<file path="src/rtl/core/pcf_pkg.sv">
package pcf_pkg;

  localparam int unsigned CORDIC_ITER_DEF = 16;
  localparam int unsigned CORDIC_MAX      = 24;
  localparam int unsigned SQRT_STEPS      = 24;
  localparam int unsigned DIV_STEPS       = 5;
  localparam int unsigned QDEPTH          = 2;

  localparam logic [16:0] ALPHA_RST   = 17'd64225;
  localparam logic [19:0] MAX_DT_RST  = 20'd100000;
  localparam logic [19:0] FB_DT_RST   = 20'd10000;
  localparam logic [16:0] ALPHA_ONE   = 17'd65536;
  // gyro increment = round(|gy| * dt * 512 / 128125), via floor(2^44 / 128125)
  localparam logic [27:0] GYRO_RECIP  = 28'd137304866;
  localparam logic [16:0] GYRO_DEN    = 17'd128125;
  localparam logic [43:0] GYRO_RND    = 44'd64062;
  localparam logic [23:0] DEN_MIN     = 24'd52;
  localparam logic signed [24:0] PITCH_LIM = 25'sd5898240;
  localparam logic signed [32:0] ANGLE_MAX = 33'sd16777215;
  localparam logic signed [32:0] ANGLE_MIN = -33'sd16777216;

  localparam logic KIND_INIT   = 1'b0;
  localparam logic KIND_UPDATE = 1'b1;

  localparam logic [1:0] REG_ALPHA  = 2'd0;
  localparam logic [1:0] REG_MAX_DT = 2'd1;
  localparam logic [1:0] REG_FB_DT  = 2'd2;

  typedef struct packed {
    logic               kind;
    logic signed [15:0] accel_x;
    logic signed [15:0] accel_y;
    logic signed [15:0] accel_z;
    logic signed [15:0] gyro_y;
    logic [19:0]        dt_us;
  } pcf_job_t;

  typedef struct packed {
    logic busy;
    logic pop;
  } pcf_back_stat_t;

  function automatic logic [21:0] atan_q16(input logic [4:0] i);
    logic [21:0] v;
    unique case (i)
      5'd0:  v = 22'd2949120;
      5'd1:  v = 22'd1740967;
      5'd2:  v = 22'd919879;
      5'd3:  v = 22'd466945;
      5'd4:  v = 22'd234379;
      5'd5:  v = 22'd117304;
      5'd6:  v = 22'd58666;
      5'd7:  v = 22'd29335;
      5'd8:  v = 22'd14668;
      5'd9:  v = 22'd7334;
      5'd10: v = 22'd3667;
      5'd11: v = 22'd1833;
      5'd12: v = 22'd917;
      5'd13: v = 22'd458;
      5'd14: v = 22'd229;
      5'd15: v = 22'd115;
      5'd16: v = 22'd57;
      5'd17: v = 22'd29;
      5'd18: v = 22'd14;
      5'd19: v = 22'd7;
      5'd20: v = 22'd4;
      5'd21: v = 22'd2;
      5'd22: v = 22'd1;
      default: v = 22'd0;
    endcase
    return v;
  endfunction

endpackage

</file>
<file path="src/rtl/core/pcf_queue.sv">
module pcf_queue
  import pcf_pkg::*;
(
  input  logic     clk_i,
  input  logic     rst_ni,
  input  logic     push_i,
  input  pcf_job_t data_i,
  input  logic     pop_i,
  output pcf_job_t data_o,
  output logic     full_o,
  output logic     empty_o
);

  localparam int unsigned PtrW = $clog2(QDEPTH);
  localparam int unsigned CntW = $clog2(QDEPTH + 1);

  pcf_job_t            entry_q [QDEPTH];
  logic [PtrW-1:0]     wr_ptr_q, rd_ptr_q;
  logic [CntW-1:0]     cnt_q;

  assign full_o  = cnt_q == CntW'(QDEPTH);
  assign empty_o = cnt_q == '0;
  assign data_o  = entry_q[rd_ptr_q];

  always_ff @(posedge clk_i) begin
    if (push_i) begin
      entry_q[wr_ptr_q] <= data_i;
    end
  end

  always_ff @(posedge clk_i or negedge rst_ni) begin
    if (!rst_ni) begin
      wr_ptr_q <= '0;
      rd_ptr_q <= '0;
      cnt_q    <= '0;
    end else begin
      if (push_i) begin
        wr_ptr_q <= (wr_ptr_q == PtrW'(QDEPTH - 1)) ? '0 : wr_ptr_q + 1'b1;
      end
      if (pop_i) begin
        rd_ptr_q <= (rd_ptr_q == PtrW'(QDEPTH - 1)) ? '0 : rd_ptr_q + 1'b1;
      end
      if (push_i && !pop_i) begin
        cnt_q <= cnt_q + 1'b1;
      end else if (pop_i && !push_i) begin
        cnt_q <= cnt_q - 1'b1;
      end
    end
  end

endmodule

</file>
<file path="config.mk">
export PLATFORM = sky130hd
export DESIGN_NAME = pcf_queue
export DESIGN_NICKNAME = d
export VERILOG_FILES = /design/src/rtl/core/pcf_pkg.sv /design/src/rtl/core/pcf_queue.sv
export SDC_FILE = /design/constraint.sdc
export NUM_CORES = 1
export LEC_CHECK = 0
export BUFFER_PORTS_ARGS = -buffer_cell sky130_fd_sc_hd__buf_2
export CORE_UTILIZATION = 56
export DETAILED_ROUTE_END_ITERATION = 8
export GPL_ROUTABILITY_DRIVEN = 0
export PLACE_DENSITY = 0.95
export SYNTH_ARGS = -nofsm -noshare
export SYNTH_HDL_FRONTEND = slang
export SYNTH_SLANG_ARGS = --single-unit
</file>
<file path="constraint.sdc">
create_clock -name clk_i -period 8.35 [get_ports clk_i]
set_input_delay 1.2525 -clock clk_i [delete_from_list [all_inputs] [get_ports clk_i]]
set_output_delay 1.2525 -clock clk_i [all_outputs]
set_load 0.1 [all_outputs]
</file>
==> flow_metrics.env, run 1 <==
export IMPL_arrival_ns=2.68
export IMPL_portBuffers=175
export IMPL_clk_pin_slew_ns=0.06
export IMPL_drc=0
export IMPL_grt_max_degree=86
export IMPL_htree_num_levels=4
export IMPL_critPathKind="reg -> out"
export IMPL_layout_commonest_cell="buf_2"
export IMPL_vias=3170
export IMPL_finalHoldViolCount=0
export IMPL_design_area_um2=8060
export IMPL_rows=39
export IMPL_required_ns=7.10
export IMPL_synth_top_cell_by_area="edfxtp_1"
export IMPL_numCtsBuffers=17
export IMPL_area_growth_pct=23.6
export IMPL_outcome="finished, final reports clean"
export IMPL_setup_violations=0
export IMPL_grt_pass1_vias=3238
export IMPL_via_per_inst=5.09
export IMPL_netlist_area_um2=6530
export IMPL_regToRegSetupSlack_ns=5.97
export IMPL_hold_class="reg -> reg"
export IMPL_r2r_cells=2
export IMPL_cts_resized=0
export IMPL_min_path_cells=1
export IMPL_grt_pass1_wl_um=15600
export IMPL_synth_area_leaders="edfxtp_1 78%, mux2_4 9.2%, mux2_2 7.8%"
export IMPL_drt_total_wl_um=10700
export IMPL_grt_use_total_pct=18.2
export IMPL_whs_ns=0.506
export IMPL_reg2reg_from="wr_ptr_q$_DFFE_PN0P_"
export IMPL_critical_path_max_fanout=44
export IMPL_placed_area_um2=7480
export IMPL_finalClockSkew_ns=0.00827
export IMPL_cts_tree="done"
export IMPL_rsz0062_at_grt="false"
export IMPL_nets=557
export IMPL_num_io_pins=176
export IMPL_drv_cap=0
export IMPL_antenna_cells=0
export IMPL_fin_crit_sh_pct=47.1
export IMPL_yosys_warnings=0
export IMPL_antenna_left=0
export IMPL_yosys_register_bits=174
export IMPL_slew_headroom_pct=24.1
export IMPL_worst_pin_slew_ns=1.14
export IMPL_final_cell_mix="175 x buf_2, 170 x edfxtp_1, 45 x mux2_2"
export IMPL_fmax_ghz=0.254
export IMPL_cts_sinks=174
export IMPL_clkLatencyLatePin_ns=0.42
export IMPL_end_kind="primary output"
export IMPL_syn_num_nets=371
export IMPL_firstDrtPassIters=4
export IMPL_grt_overflow=0
export IMPL_syn_instance_count=281
export IMPL_ctsHoldBuffers=0
export IMPL_reg2reg_to="entry_q[0][26]$_DFFE_PP_"
export IMPL_core_area_um2=11400
export IMPL_cts_buffer_depth=2
export IMPL_yosysUniqueCellTypes=15
export IMPL_dpl_hpwl_um=7040
export IMPL_period_needed_ns=3.93
export IMPL_finalSetupTns_ns=0
export IMPL_drive_above_1_share_pct=60.8
export IMPL_fin_util_pct=70.9
export IMPL_chipHeight_um=110
export IMPL_die_w_um=110
export IMPL_cts_root_buf="clkbuf_16"
export IMPL_antenna_found_initial=0
export IMPL_initial_core_util_pct=57.4
export IMPL_avgSynthCellArea_um2=23.2
export IMPL_drt_iter0_markers=190
export IMPL_critPathLaunchType="flip-flop"
export IMPL_synth_top_cell_area_share_pct=78.2
export IMPL_final_max_slew_violation_count=0
export IMPL_hold_start="cnt_q[1]$_DFFE_PN0P_"
export IMPL_hold_end="cnt_q[1]$_DFFE_PN0P_"
export IMPL_avgRoutedWirePerCell_um=17.2
export IMPL_die_area_um2=12100
export IMPL_crit_path_start="rd_ptr_q$_DFFE_PN0P_"
export IMPL_ys_seq_area_share_pct=79.8
export IMPL_post_cts_buffers=0
logic make-up after synthesis:
| family | share of synthesized area, % |
|---|---|
| flip-flops | 79.8 |
| AND/OR/NAND/NOR | 0.403 |
| buffers and inverters | 1.99 |
| multiplexers | 17.0 |
| adder cells (fa/ha/maj) | 0.192 |
| XOR/XNOR | 0.671 |
worst max path at each step:
stage                                   end  cells after the start
floorplan           entry_q[0][0]$_DFFE_PP_                      1
global placement                 data_o[55]                      3
detailed placement               data_o[64]                      3
CTS                              data_o[64]                      3
global route                     data_o[70]                      3
finish                           data_o[70]                      3
metrics by stage:
stage	setup WS, ns	std cells
floorplan	2.85	281
global placement	4.88	591
detailed placement	4.82	591
CTS	4.36	623
global route	4.26	623
finish	4.42	623
state kept, by name (all words and copies together), names as in the netlist:
| register | flops |
|---|---|
| cnt_q | 2 |
| entry_q | 170 |
| rd_ptr_q | 1 |
| wr_ptr_q | 1 |
critical path, cell delays in order (launching register included):
cell,delay (ns)
dfrtp_4,0.81
buf_4,0.70
mux2_2,0.29
buf_2,0.42
metal layers:
metal / GRT usage [%] / vias up / wire length, µm
li1: - / 1490 / -
met1: 21.5 / 1537 / 4230
met2: 30.8 / 130 / 5580
met3: 5.75 / 13 / 723
met4: 7.71 / 0 / 158
met5: 0 / - / 0
synth_stat cells:
library cell	number
mux2_2	45
mux2_4	40
nor2_1	2
buf_6	1
ha_1	1
edfxtp_1	170
dfrtp_1	4
buf_8	1
inv_1	1
xnor2_1	1
xor2_1	4
and2_1	1
buf_2	4
nor2b_1	2
buf_12	4
area by class of cell:
class / instances / area (µm²)
multi-input combinational: 96 / 1200
fill: 727 / 3310
inverter: 1 / 3.75
clock buffer: 19 / 433
timing repair buffer: 177 / 891
clock inverter: 13 / 148
sequential: 174 / 5210
tap: 143 / 179
Power of run 1 is not shown: default switching activity piles up to over one toggle a cycle in this logic, so the estimate is an artifact.
==> run 2: changes to the inputs <==
Settings changed: CORE_UTILIZATION 56 to 47, PLACE_DENSITY 0.95 to 0.87.
Clock period 8.35 ns to 3.2 ns, I/O delays scaled along.
==> run 2 against run 1 <==
Critical endpoint is now data_o[66]. Die area grew 19%. Wire length grew 4.3%. Global-route usage shrank 2.3 points. Core utilization shrank 10 points. Non-clock buffer count grew 5. Count of clock-buffer cells in the layout shrank 1. Flip-flop and latch count is the same. Register-to-register slack lost 4.6 ns. Critical path depth is the same. Via count grew 1.6%. Worst hold slack lost 0.25 ns.
==> flow_metrics.env, run 2 (synthesized netlist as in run 1, its figures left out) <==
export IMPL_critical_path_max_fanout=29
export IMPL_drt_total_wl_um=11100
export IMPL_die_w_um=120
export IMPL_hold_start="data_i[33]"
export IMPL_nets=562
export IMPL_outcome="finished, final reports clean"
export IMPL_final_cell_mix="175 x buf_2, 170 x edfxtp_1, 45 x mux2_2"
export IMPL_area_growth_pct=24.9
export IMPL_num_io_pins=176
export IMPL_firstDrtPassIters=4
export IMPL_period_needed_ns=2.61
export IMPL_cts_buffer_depth=2
export IMPL_required_ns=2.72
export IMPL_dpl_hpwl_um=7380
export IMPL_fin_crit_sh_pct=81.4
export IMPL_finalHoldViolCount=0
export IMPL_grt_use_total_pct=15.9
export IMPL_via_per_inst=4.87
export IMPL_worst_pin_slew_ns=0.661
export IMPL_post_cts_buffers=0
export IMPL_numCtsBuffers=17
export IMPL_crit_buf_inv=2
export IMPL_critPathLaunchType="flip-flop"
export IMPL_initial_core_util_pct=48.7
export IMPL_critPathMaxStageDelay_ns=0.55
export IMPL_antenna_left=0
export IMPL_critPathKind="reg -> out"
export IMPL_cp_cell_sequence="buf_4 > mux2_2 > buf_2"
export IMPL_cts_tree="done"
export IMPL_r2r_cells=2
export IMPL_drv_cap=0
export IMPL_core_area_um2=13400
export IMPL_clk_pin_slew_ns=0.07
export IMPL_placed_area_um2=7570
export IMPL_cts_sinks=174
export IMPL_layout_commonest_cell="buf_2"
export IMPL_antenna_found_initial=0
export IMPL_arrival_ns=2.13
export IMPL_htree_num_levels=4
export IMPL_cts_root_buf="clkbuf_16"
export IMPL_cp_top_family="buffers and inverters"
export IMPL_die_area_um2=14400
export IMPL_regToRegSetupSlack_ns=1.38
export IMPL_portBuffers=175
export IMPL_grt_max_degree=50
export IMPL_fmax_ghz=0.384
export IMPL_rsz0062_at_grt="false"
export IMPL_hold_end="entry_q[1][33]$_DFFE_PP_"
export IMPL_finalNonFillerCells=661
export IMPL_finalSetupTns_ns=0
export IMPL_reg2reg_from="wr_ptr_q$_DFFE_PN0P_"
export IMPL_avgRoutedWirePerCell_um=16.9
export IMPL_reg2reg_to="entry_q[1][23]$_DFFE_PP_"
export IMPL_end_kind="primary output"
export IMPL_design_area_um2=8150
export IMPL_drt_iter0_markers=195
export IMPL_top_register="entry_q"
export IMPL_dp_cells=628
export IMPL_top_regs="entry_q (170), cnt_q (2)"
export IMPL_rows=42
export IMPL_grt_pass1_vias=3355
export IMPL_grt_overflow=0
export IMPL_slew_headroom_pct=55.9
export IMPL_clkLatencyLatePin_ns=0.41
export IMPL_hold_class="in -> reg"
export IMPL_chipHeight_um=120
export IMPL_nFillCells=980
export IMPL_finalClockSkew_ns=0.00608
export IMPL_min_path_cells=1
export IMPL_largest_register_ffs=170
export IMPL_antenna_cells=0
export IMPL_setup_violations=0
export IMPL_drive_above_1_share_pct=61.4
export IMPL_final_max_slew_violation_count=0
export IMPL_grt_pass1_wl_um=16900
export IMPL_vias=3220
export IMPL_slowest_stage="dfrtp_4"
export IMPL_drc=0
run 2: timing repair:
item                                   4_1_cts  5_1_grt
setup endpoints to repair                    0        0
gates resized for setup                      0        0
hold buffers                                 1        0
endpoints found under the hold margin        4        0
run 2: worst max-delay path by stage:
stage / depth (start not counted) / to / startpoint / slack [ns]
finish: 3 / data_o[66] / rd_ptr_q$_DFFE_PN0P_ / 0.59
global route: 3 / data_o[66] / rd_ptr_q$_DFFE_PN0P_ / 0.52
detailed placement: 3 / data_o[2] / rd_ptr_q$_DFFE_PN0P_ / 1.03
global placement: 3 / data_o[67] / rd_ptr_q$_DFFE_PN0P_ / 1.08
floorplan: 1 / entry_q[0][0]$_DFFE_PP_ / push_i / 0.06
CTS: 3 / data_o[66] / rd_ptr_q$_DFFE_PN0P_ / 0.59
run 2: area by class of cell:
type                            instances  area, µm²  area share [%]
Sequential cell                       174       5210            63.9
Clock buffer                           18        429            5.27
Inverter                                1       3.75          0.0461
Tap cell                              176        220            2.70
Timing Repair Buffer                  182        943            11.6
Clock inverter                         14        143            1.75
Multi-Input combinational cell         96       1200            14.7
run 2: stage by stage:
step           hold WS (ns)  utilization [%]  worst slack [ns]
6_report              0.253             60.8             0.594
2_1_floorplan         0.184                -            0.0630
3_5_place_dp          0.298             56.5              1.03
3_3_place_gp          0.290             56.5              1.08
4_1_cts               0.234             60.8             0.592
5_1_grt               0.235             60.8             0.516
run 2: per-layer routing:
metal / vias up / wire (µm) / share of wire, % / GRT usage (%)
met3: 14 / 712 / 6.4 / 4.94
met2: 136 / 5690 / 51 / 27.5
met5: - / 0 / 0 / 0
met4: 0 / 183 / 1.6 / 6.56
met1: 1577 / 4560 / 41 / 18.3
li1: 1493 / - / - / -
Power of run 2 is left out for the same reason.
