`src/rtl/core/pcf_pkg.sv`:
```
package pcf_pkg;

  localparam int unsigned CORDIC_ITER_DEF = 16;
  localparam int unsigned CORDIC_MAX      = 24;
  localparam int unsigned SQRT_STEPS      = 24;
  localparam int unsigned DIV_STEPS       = 5;
  localparam int unsigned QDEPTH          = 2;

  localparam logic [16:0] ALPHA_RST   = 17'd64225;
  localparam logic [19:0] MAX_DT_RST  = 20'd100000;
  localparam logic [19:0] FB_DT_RST   = 20'd10000;
  localparam logic [16:0] ALPHA_ONE   = 17'd65536;
  // gyro increment = round(|gy| * dt * 512 / 128125), via floor(2^44 / 128125)
  localparam logic [27:0] GYRO_RECIP  = 28'd137304866;
  localparam logic [16:0] GYRO_DEN    = 17'd128125;
  localparam logic [43:0] GYRO_RND    = 44'd64062;
  localparam logic [23:0] DEN_MIN     = 24'd52;
  localparam logic signed [24:0] PITCH_LIM = 25'sd5898240;
  localparam logic signed [32:0] ANGLE_MAX = 33'sd16777215;
  localparam logic signed [32:0] ANGLE_MIN = -33'sd16777216;

  localparam logic KIND_INIT   = 1'b0;
  localparam logic KIND_UPDATE = 1'b1;

  localparam logic [1:0] REG_ALPHA  = 2'd0;
  localparam logic [1:0] REG_MAX_DT = 2'd1;
  localparam logic [1:0] REG_FB_DT  = 2'd2;

  typedef struct packed {
    logic               kind;
    logic signed [15:0] accel_x;
    logic signed [15:0] accel_y;
    logic signed [15:0] accel_z;
    logic signed [15:0] gyro_y;
    logic [19:0]        dt_us;
  } pcf_job_t;

  typedef struct packed {
    logic busy;
    logic pop;
  } pcf_back_stat_t;

  function automatic logic [21:0] atan_q16(input logic [4:0] i);
    logic [21:0] v;
    unique case (i)
      5'd0:  v = 22'd2949120;
      5'd1:  v = 22'd1740967;
      5'd2:  v = 22'd919879;
      5'd3:  v = 22'd466945;
      5'd4:  v = 22'd234379;
      5'd5:  v = 22'd117304;
      5'd6:  v = 22'd58666;
      5'd7:  v = 22'd29335;
      5'd8:  v = 22'd14668;
      5'd9:  v = 22'd7334;
      5'd10: v = 22'd3667;
      5'd11: v = 22'd1833;
      5'd12: v = 22'd917;
      5'd13: v = 22'd458;
      5'd14: v = 22'd229;
      5'd15: v = 22'd115;
      5'd16: v = 22'd57;
      5'd17: v = 22'd29;
      5'd18: v = 22'd14;
      5'd19: v = 22'd7;
      5'd20: v = 22'd4;
      5'd21: v = 22'd2;
      5'd22: v = 22'd1;
      default: v = 22'd0;
    endcase
    return v;
  endfunction

endpackage

```
`src/rtl/core/pcf_if.sv`:
```
interface pcf_in_if;
  import pcf_pkg::*;
  logic               valid;
  logic               ready;
  logic               kind;
  logic signed [15:0] accel_x;
  logic signed [15:0] accel_y;
  logic signed [15:0] accel_z;
  logic signed [15:0] gyro_y;
  logic [31:0]        time_us;
  modport source (output valid, kind, accel_x, accel_y, accel_z, gyro_y, time_us,
                  input ready);
  modport sink (input valid, kind, accel_x, accel_y, accel_z, gyro_y, time_us,
                output ready);
endinterface


```
`src/rtl/core/pcf_front.sv`:
```
module pcf_front
  import pcf_pkg::*;
(
  input  logic        clk_i,
  input  logic        rst_ni,
  pcf_in_if.sink      in_ch,
  input  logic [19:0] max_dt_i,
  input  logic [19:0] fb_dt_i,
  input  logic        q_full_i,
  output logic        push_o,
  output pcf_job_t    job_o
);

  logic [31:0] prev_time_q, prev_time_d;
  logic [31:0] diff;
  logic [19:0] dt;

  assign in_ch.ready = !q_full_i;
  assign push_o      = in_ch.valid && !q_full_i;
  assign diff        = in_ch.time_us - prev_time_q;

  always_comb begin
    if (prev_time_q == 32'd0) begin
      dt = 20'd0;
    end else if (diff > {12'd0, max_dt_i}) begin
      dt = fb_dt_i;
    end else begin
      dt = diff[19:0];
    end
  end

  always_comb begin
    prev_time_d = prev_time_q;
    if (push_o && in_ch.kind == KIND_UPDATE) begin
      prev_time_d = in_ch.time_us;
    end
  end

  assign job_o = '{kind: in_ch.kind, accel_x: in_ch.accel_x, accel_y: in_ch.accel_y,
                   accel_z: in_ch.accel_z, gyro_y: in_ch.gyro_y, dt_us: dt};

  always_ff @(posedge clk_i or negedge rst_ni) begin
    if (!rst_ni) begin
      prev_time_q <= 32'd0;
    end else begin
      prev_time_q <= prev_time_d;
    end
  end

endmodule

```
`src/flat_wrapper.sv`:
```
// flat-port wrapper written by rule: the top's interface ports become plain ports
module pcf_front_flat import pcf_pkg::*;
  (clk_i, rst_ni, max_dt_i, fb_dt_i, q_full_i, push_o, job_o, in_ch_valid, in_ch_kind, in_ch_accel_x, in_ch_accel_y, in_ch_accel_z, in_ch_gyro_y, in_ch_time_us, in_ch_ready);
  pcf_in_if in_ch_i ();
  input  logic clk_i;
  input  logic rst_ni;
  input  logic [19:0] max_dt_i;
  input  logic [19:0] fb_dt_i;
  input  logic q_full_i;
  output logic push_o;
  output pcf_job_t job_o;
  input wire logic [$bits(in_ch_i.valid)-1:0] in_ch_valid;
  input wire logic [$bits(in_ch_i.kind)-1:0] in_ch_kind;
  input wire logic [$bits(in_ch_i.accel_x)-1:0] in_ch_accel_x;
  input wire logic [$bits(in_ch_i.accel_y)-1:0] in_ch_accel_y;
  input wire logic [$bits(in_ch_i.accel_z)-1:0] in_ch_accel_z;
  input wire logic [$bits(in_ch_i.gyro_y)-1:0] in_ch_gyro_y;
  input wire logic [$bits(in_ch_i.time_us)-1:0] in_ch_time_us;
  output wire logic [$bits(in_ch_i.ready)-1:0] in_ch_ready;
  assign in_ch_i.valid = in_ch_valid;
  assign in_ch_i.kind = in_ch_kind;
  assign in_ch_i.accel_x = in_ch_accel_x;
  assign in_ch_i.accel_y = in_ch_accel_y;
  assign in_ch_i.accel_z = in_ch_accel_z;
  assign in_ch_i.gyro_y = in_ch_gyro_y;
  assign in_ch_i.time_us = in_ch_time_us;
  assign in_ch_ready = in_ch_i.ready;
  pcf_front u_core (.clk_i(clk_i), .rst_ni(rst_ni), .in_ch(in_ch_i), .max_dt_i(max_dt_i), .fb_dt_i(fb_dt_i), .q_full_i(q_full_i), .push_o(push_o), .job_o(job_o));
endmodule
```
`config.mk`:
```
export PLATFORM = sky130hd
export DESIGN_NAME = pcf_front_flat
export DESIGN_NICKNAME = d
export VERILOG_FILES = /design/src/rtl/core/pcf_pkg.sv /design/src/rtl/core/pcf_if.sv /design/src/rtl/core/pcf_front.sv /design/src/flat_wrapper.sv
export SDC_FILE = /design/constraint.sdc
export NUM_CORES = 1
export LEC_CHECK = 0
export BUFFER_PORTS_ARGS = -buffer_cell sky130_fd_sc_hd__buf_2
export CAP_MARGIN = 25
export CORE_MARGIN = 8
export CORE_UTILIZATION = 41
export CTS_CLUSTER_SIZE = 16
export DETAILED_ROUTE_END_ITERATION = 6
export PLACE_DENSITY = 0.81
export SETUP_SLACK_MARGIN = 0.2
export SYNTH_ARGS = -nofsm -noshare
export SYNTH_HDL_FRONTEND = slang
export SYNTH_SLANG_ARGS = --single-unit
```
`constraint.sdc`:
```
create_clock -name clk_i -period 9.45 [get_ports clk_i]
set_clock_uncertainty 0.2 [all_clocks]
set_input_delay 1.89 -clock clk_i [delete_from_list [all_inputs] [get_ports clk_i]]
set_output_delay 1.89 -clock clk_i [all_outputs]
set_load 0.1 [all_outputs]
```
==> impl_metrics.tcl, run 1 <==
set metrics [dict create \
    run_status "finished clean" \
    rsz0062_at_grt "true" \
    overflow 0 \
    cts_root_buf "clkbuf_16" \
    post-route-period-util_pct 95.26 \
    post-route-min-period_ns 9.002 \
    slowest_stage "or4_4" \
    p_clk_share_pct 16.4 \
    n_antenna_cell 0 \
    drt_wl_total_um 14110 \
    critical-path-max-stage-delay_ns 0.61 \
    p_per_area_mw_per_mm2 194.5 \
    ir_drop_uv 155.8 \
    top_register "u_core.prev_time_q" \
    die_area_mm2 0.01529 \
    p_switching_mw 0.4987 \
    dp_slack_ns 0.3849 \
    core_mm2 0.01137 \
    cp_max_fo 21 \
    crit_type "input pin to output port" \
    hp-class "flip-flop to flip-flop" \
    antenna_left 0 \
    synthSimpleGateAreaFrac_pct 17.54 \
    yosys_warnings 0 \
    largestRegisters "u_core.prev_time_q x32" \
    mappedNetlistArea_mm2 0.004752 \
    cts_sinks 32 \
    path_clk_slew_ns 0.05 \
    fmax_mhz 111.1 \
    synth-seq-area-share_pct 16.85 \
    drv_slew 0 \
    vias 4616 \
    crit_arrival_ns 6.91 \
    final_common_cell "buf_2" \
    grt_pass1_wl_um 21850 \
    startpoint_type "input pin" \
    drive_above_1_share_pct 26.29 \
    synth_seq_cells 32 \
    pwr-share-seq_pct 18.8 \
    p_total_mw 0.9993 \
    fin_tns_setup_ns 0 \
    io_pins 228 \
    antenna_found_initial 0 \
    dr.pass1.iters 5 \
    end_kind "output port" \
    swShare_pct 49.91 \
    track_usage_pct 17.87 \
    drc_errors 0 \
    dp_hpwl_um 11530 \
    nNetsFinal 831 \
    drt_iter0_markers 277 \
    grt_max_degree 35 \
    hold-path-endpoint "u_core.prev_time_q[22]$_DFFE_PN0P_" \
    syn_area_per_cell_um2 7.765 \
    final_util_pct 45.19 \
    crit_required_ns 7.36 \
    slew_headroom_pct 50.54 \
    cts_setup_buffers 0 \
    p_int_mw 0.5006 \
    whs_path_depth 1 \
    wire_per_inst_um 18.04 \
    tightest_slew_ns 0.7420 \
    path_cells "buf_2 > ha_1 > o21a_1 > o211ai_1 > a31o_1 > a31o_2 > o21ai_0 > nor2_1 > xnor2_1 > ha_1 > a21oi_1 > o21ai_0 > a2111oi_0 > o211ai_1 > a311oi_1 > nand4_1 > or4_4 > or4_1 > a21oi_2 > buf_12" \
    row_count 39 \
    synthesis.nets 805 \
    fp.dieW_um 123.7 \
    synth-main-ff-cell "dfrtp_1" \
    insertion_delay_ns 0.28 \
    timing.rr.start "u_core.prev_time_q[2]$_DFFE_PN0P_" \
    yosysTopAreaCell "dfrtp_1" \
    cts_tree "yes" \
    viasPerCell 5.903 \
    rr_endpoint "u_core.prev_time_q[2]$_DFFE_PN0P_" \
    synth_top_area_share_pct 16.85 \
    die-height_um 123.7 \
    largest_register_ffs 32 \
    synth_top_family_by_area "compound AO/OA/AOI/OAI gates" \
    htreeDepth 2 \
    hold_viol_final 0 \
    synth_edf_count 0 \
    synth-xor-area-share_pct 3.686 \
    synthTopCellsByArea "dfrtp_1 (17%), ha_1 (13%), buf_4 (10%)" \
    ff2ff_setup_slack_ns 8.40 \
    async_flop_share_pct 100.0 \
    initial_utilization_pct 41.80 \
    p_comb_share_pct 64.7 \
    port_buffers 99 \
    setup_viol 0 \
    globalplace.congestion 0.9691 \
    synth_compound_area_share_pct 23.46 \
    final_cell_mix "buf_2 (90), inv_1 (63), a21oi_1 (53), ha_1 (51), nand2_1 (39)" \
    synthToLayoutAreaGrowth_pct 8.110 \
    synthMuxAreaShare_pct 7.794 \
    numCtsBuffers 5 \
    cts_buffer_depth 2 \
    syn_inst 612 \
    grt_pass1_vias 4351 \
    max_cap_violations 0 \
    setup_ws_ns 0.4481 \
    synth-adder-area-share_pct 13.85 \
    cellLeakagePower_nw 2.396 \
    yosys.cell_types.count 62 \
    r2r.worst_path.cells 1 \
    min_from "u_core.prev_time_q[22]$_DFFE_PN0P_" \
]
final cells by class:
class / count / area (um2)
Clock buffer: 6 / 138.9
Clock inverter: 2 / 10.01
Fill cell: 1137 / 6232
Inverter: 63 / 236.5
Multi-Input combinational cell: 432 / 3197
Sequential cell: 32 / 800.8
Tap cell: 143 / 178.9
Timing Repair Buffer: 104 / 575.6
cells in the mapped netlist (2+ instances only):
| cell | instances |
|---|---|
| nand2b_1 | 8 |
| a31oi_1 | 6 |
| xor2_1 | 5 |
| mux2_2 | 32 |
| xnor2_1 | 15 |
| and3_1 | 4 |
| o31ai_1 | 23 |
| a2111oi_0 | 2 |
| nor2b_1 | 5 |
| a211oi_1 | 5 |
| o211ai_1 | 5 |
| a21o_1 | 13 |
| and4_1 | 3 |
| dfrtp_1 | 32 |
| a21oi_1 | 64 |
| and2_1 | 4 |
| nor3_1 | 3 |
| o21ai_1 | 6 |
| nand3_1 | 9 |
| or3_1 | 3 |
| buf_4 | 65 |
| o21bai_1 | 2 |
| inv_1 | 63 |
| a31o_1 | 3 |
| o21ai_0 | 18 |
| nand2_1 | 39 |
| nor4_1 | 9 |
| a311oi_1 | 2 |
| nand4_1 | 31 |
| clkbuf_1 | 18 |
| ha_1 | 51 |
| o21a_1 | 3 |
| nor2_1 | 27 |
| a21oi_2 | 2 |
| buf_1 | 2 |
| or4_1 | 4 |
layer usage:
metal  GRT usage [%]  wire length (um)
met4           6.471               399
met1           23.39              6288
met3           2.992              1152
met2           29.01              6267
met5               0                 0
cells by family (layout without fill, tap and decap cells):
group                      after synthesis  after routing
buffers and inverters                  148            175
and+or+nand+nor                        155            155
muxes                                   33             33
DFF                                     32             32
xor gates and xnor gates                20             20
adders and majority gates               52             52
AOI/OAI and AO/OA                      172            172
worst max path at each step:
stage | start | end | slack, ns | depth (start not counted)
6_report | in_ch_time_us[6] | job_o[0] | 0.45 | 20
5_1_grt | in_ch_time_us[10] | job_o[0] | 0.13 | 18
4_1_cts | in_ch_time_us[10] | job_o[0] | 0.35 | 18
3_5_place_dp | in_ch_time_us[10] | job_o[0] | 0.38 | 18
3_3_place_gp | in_ch_time_us[0] | job_o[0] | 0.57 | 20
2_1_floorplan | in_ch_time_us[0] | job_o[11] | 0.21 | 19
per-stage QoR:
step | area, um2 | cells | hold slack (ns)
5_1_grt | 5137 | 782 | 0.3517
2_1_floorplan | 4782 | 612 | 0.2766
3_5_place_dp | 4941 | 773 | 0.3204
6_report | 5137 | 782 | 0.3307
4_1_cts | 5090 | 781 | 0.3321
3_3_place_gp | 4941 | 773 | 0.3172
power groups by stage:
stage          logic (mW)  clock network, mW  registers, mW
2_1_floorplan       0.606                  0          0.180
4_1_cts             0.632              0.166          0.188
6_report            0.647              0.164          0.188
3_3_place_gp        0.619                  0          0.189
5_1_grt             0.709              0.174          0.191
3_5_place_dp        0.628                  0          0.190
repair_timing:
| item | 4_1_cts | 5_1_grt |
|---|---|---|
| gates resized for setup | 0 | 12 |
| endpoints found under the setup margin | 0 | 20 |
| hold buffers | 0 | 0 |
| endpoints found under the hold margin | 0 | 0 |
worst max-delay path: cells and delay by family:
family | cells | cell delay, ns
buffers and inverters | 2 | 0.31
adders and majority gates | 2 | 0.74
AOI/OAI and AO/OA | 11 | 2.19
and+or+nand+nor | 4 | 1.45
xor gates and xnor gates | 1 | 0.31
Note: power is estimated with default switching activity, not from simulation.
==> run 2, diff against run 1 <==
--- a/config.mk
+++ b/config.mk
@@ -12,6 +12,7 @@
 export CTS_CLUSTER_SIZE = 16
 export DETAILED_ROUTE_END_ITERATION = 6
 export PLACE_DENSITY = 0.81
+export RECOVER_POWER = 25
 export SETUP_SLACK_MARGIN = 0.2
 export SYNTH_ARGS = -nofsm -noshare
 export SYNTH_HDL_FRONTEND = slang
==> impl_metrics.tcl, run 2 (synthesized netlist as in run 1, its figures left out) <==
set metrics [dict create \
    grt_pass1_vias 4351 \
    critical-path-max-stage-delay_ns 0.61 \
    tightest_slew_ns 1.788 \
    crit_arrival_ns 6.87 \
    drive_above_1_share_pct 25.98 \
    cts_buffer_depth 2 \
    cts_sinks 32 \
    p_total_mw 0.9988 \
    r2r.worst_path.cells 2 \
    fill_cells 1138 \
    track_usage_pct 17.87 \
    crit_family "compound AO/OA/AOI/OAI gates" \
    grt_max_degree 35 \
    post-route-period-util_pct 94.85 \
    nNetsFinal 831 \
    ir_drop_uv 155.5 \
    slew_headroom_pct -19.17 \
    slowest_stage "or4_4" \
    overflow 0 \
    vias 4600 \
    port_buffers 99 \
    cts_tree "yes" \
    p_per_area_mw_per_mm2 194.6 \
    crit_end "job_o[0]" \
    insertion_delay_ns 0.28 \
    hold_viol_final 0 \
    postCtsHoldBufs 0 \
    min_from "u_core.prev_time_q[22]$_DFFE_PN0P_" \
    viasPerCell 5.882 \
    final_cell_mix "buf_2 (89), inv_1 (63), a21oi_1 (53), ha_1 (51), nand2_1 (39)" \
    end_kind "output port" \
    cp_max_fo 21 \
    drc_errors 0 \
    dp_cells 773 \
    io_pins 228 \
    drt_iter0_markers 279 \
    grt_pass1_wl_um 21850 \
    hp-class "flip-flop to flip-flop" \
    timing.rr.start "u_core.prev_time_q[0]$_DFFE_PN0P_" \
    cellLeakagePower_nw 2.390 \
    ctsResizeCount 0 \
    crit_cells 18 \
    cts_setup_buffers 0 \
    numCtsBuffers 5 \
    htreeDepth 2 \
    fmax_mhz 111.6 \
    largestRegisters "u_core.prev_time_q x32" \
    dr.pass1.iters 5 \
    ff2ff_setup_slack_ns 8.38 \
    crit_type "input pin to output port" \
    fin_tns_setup_ns 0 \
    path_clk_slew_ns 0.05 \
    rr_endpoint "u_core.prev_time_q[0]$_DFFE_PN0P_" \
    post-route-min-period_ns 8.963 \
    final_cells 782 \
    max_cap_violations 2 \
    startpoint_type "input pin" \
    setup_viol 0 \
    die-height_um 123.7 \
    final_common_cell "buf_2" \
    path_cells "buf_2 > ha_1 > a21oi_2 > o21ai_1 > a2111oi_1 > a21oi_1 > xor2_1 > ha_1 > a21oi_1 > o21ai_0 > a2111oi_0 > o211ai_1 > a311oi_1 > nand4_1 > or4_4 > or4_1 > a21oi_2 > buf_12" \
    dp_hpwl_um 11530 \
    n_antenna_cell 0 \
    final_util_pct 45.14 \
    fp.dieW_um 123.7 \
    antenna_found_initial 0 \
    globalplace.congestion 0.9691 \
    violations "capacitance limit, slew limit" \
    wire_per_inst_um 17.98 \
    drv_slew 68 \
    rsz0062_at_grt "true" \
    crit_buf_inv 2 \
    run_status "complete, but fails checks" \
    cts_root_buf "clkbuf_16" \
    dp_slack_ns 0.3849 \
    antenna_left 0 \
    largest_register_ffs 32 \
    setup_ws_ns 0.4867 \
    row_count 39 \
    core_mm2 0.01137 \
    crit_start "in_ch_time_us[10]" \
    initial_utilization_pct 41.80 \
    top_register "u_core.prev_time_q" \
    drt_wl_total_um 14060 \
    die_area_mm2 0.01529 \
    crit_required_ns 7.36 \
    synthToLayoutAreaGrowth_pct 8.004 \
]
run 2: metrics by stage:
| stage | hold WS (ns) | area (um2) |
|---|---|---|
| after global placement | 0.3172 | 4941 |
| after CTS | 0.3321 | 5090 |
| after global routing | 0.3518 | 5132 |
| after floorplan | 0.2766 | 4782 |
| after detailed placement | 0.3204 | 4941 |
| final | 0.3313 | 5132 |
run 2: cell type report:
| type | instances | area (um2) | share of cell area [%] |
|---|---|---|---|
| Sequential cell | 32 | 800.8 | 15.60 |
| Clock buffer | 6 | 138.9 | 2.706 |
| Timing Repair Buffer | 104 | 570.5 | 11.12 |
| Inverter | 63 | 236.5 | 4.608 |
| Tap cell | 143 | 178.9 | 3.486 |
| Multi-Input combinational cell | 432 | 3197 | 62.29 |
| Clock inverter | 2 | 10.01 | 0.1950 |
run 2: how the worst min path moves through the flow:
stage	to	slack (ns)	depth (start not counted)
floorplan	u_core.prev_time_q[0]$_DFFE_PN0P_	0.28	2
global placement	u_core.prev_time_q[25]$_DFFE_PN0P_	0.32	1
detailed placement	u_core.prev_time_q[14]$_DFFE_PN0P_	0.32	1
CTS	u_core.prev_time_q[14]$_DFFE_PN0P_	0.33	1
global route	u_core.prev_time_q[23]$_DFFE_PN0P_	0.35	1
finish	u_core.prev_time_q[22]$_DFFE_PN0P_	0.33	1
run 2: layer usage:
layer	global-route usage [%]	share of wire, %
met5	0	0
met4	6.471	2.8
met3	2.992	7.7
met2	29.01	45
met1	23.39	45
run 2: power by group:
part / internal, mW / total, mW / switching (mW)
logic: 0.234 / 0.647 / 0.413
registers: 0.163 / 0.188 / 0.0247
clock network: 0.104 / 0.164 / 0.0607
total: 0.501 / 0.999 / 0.498
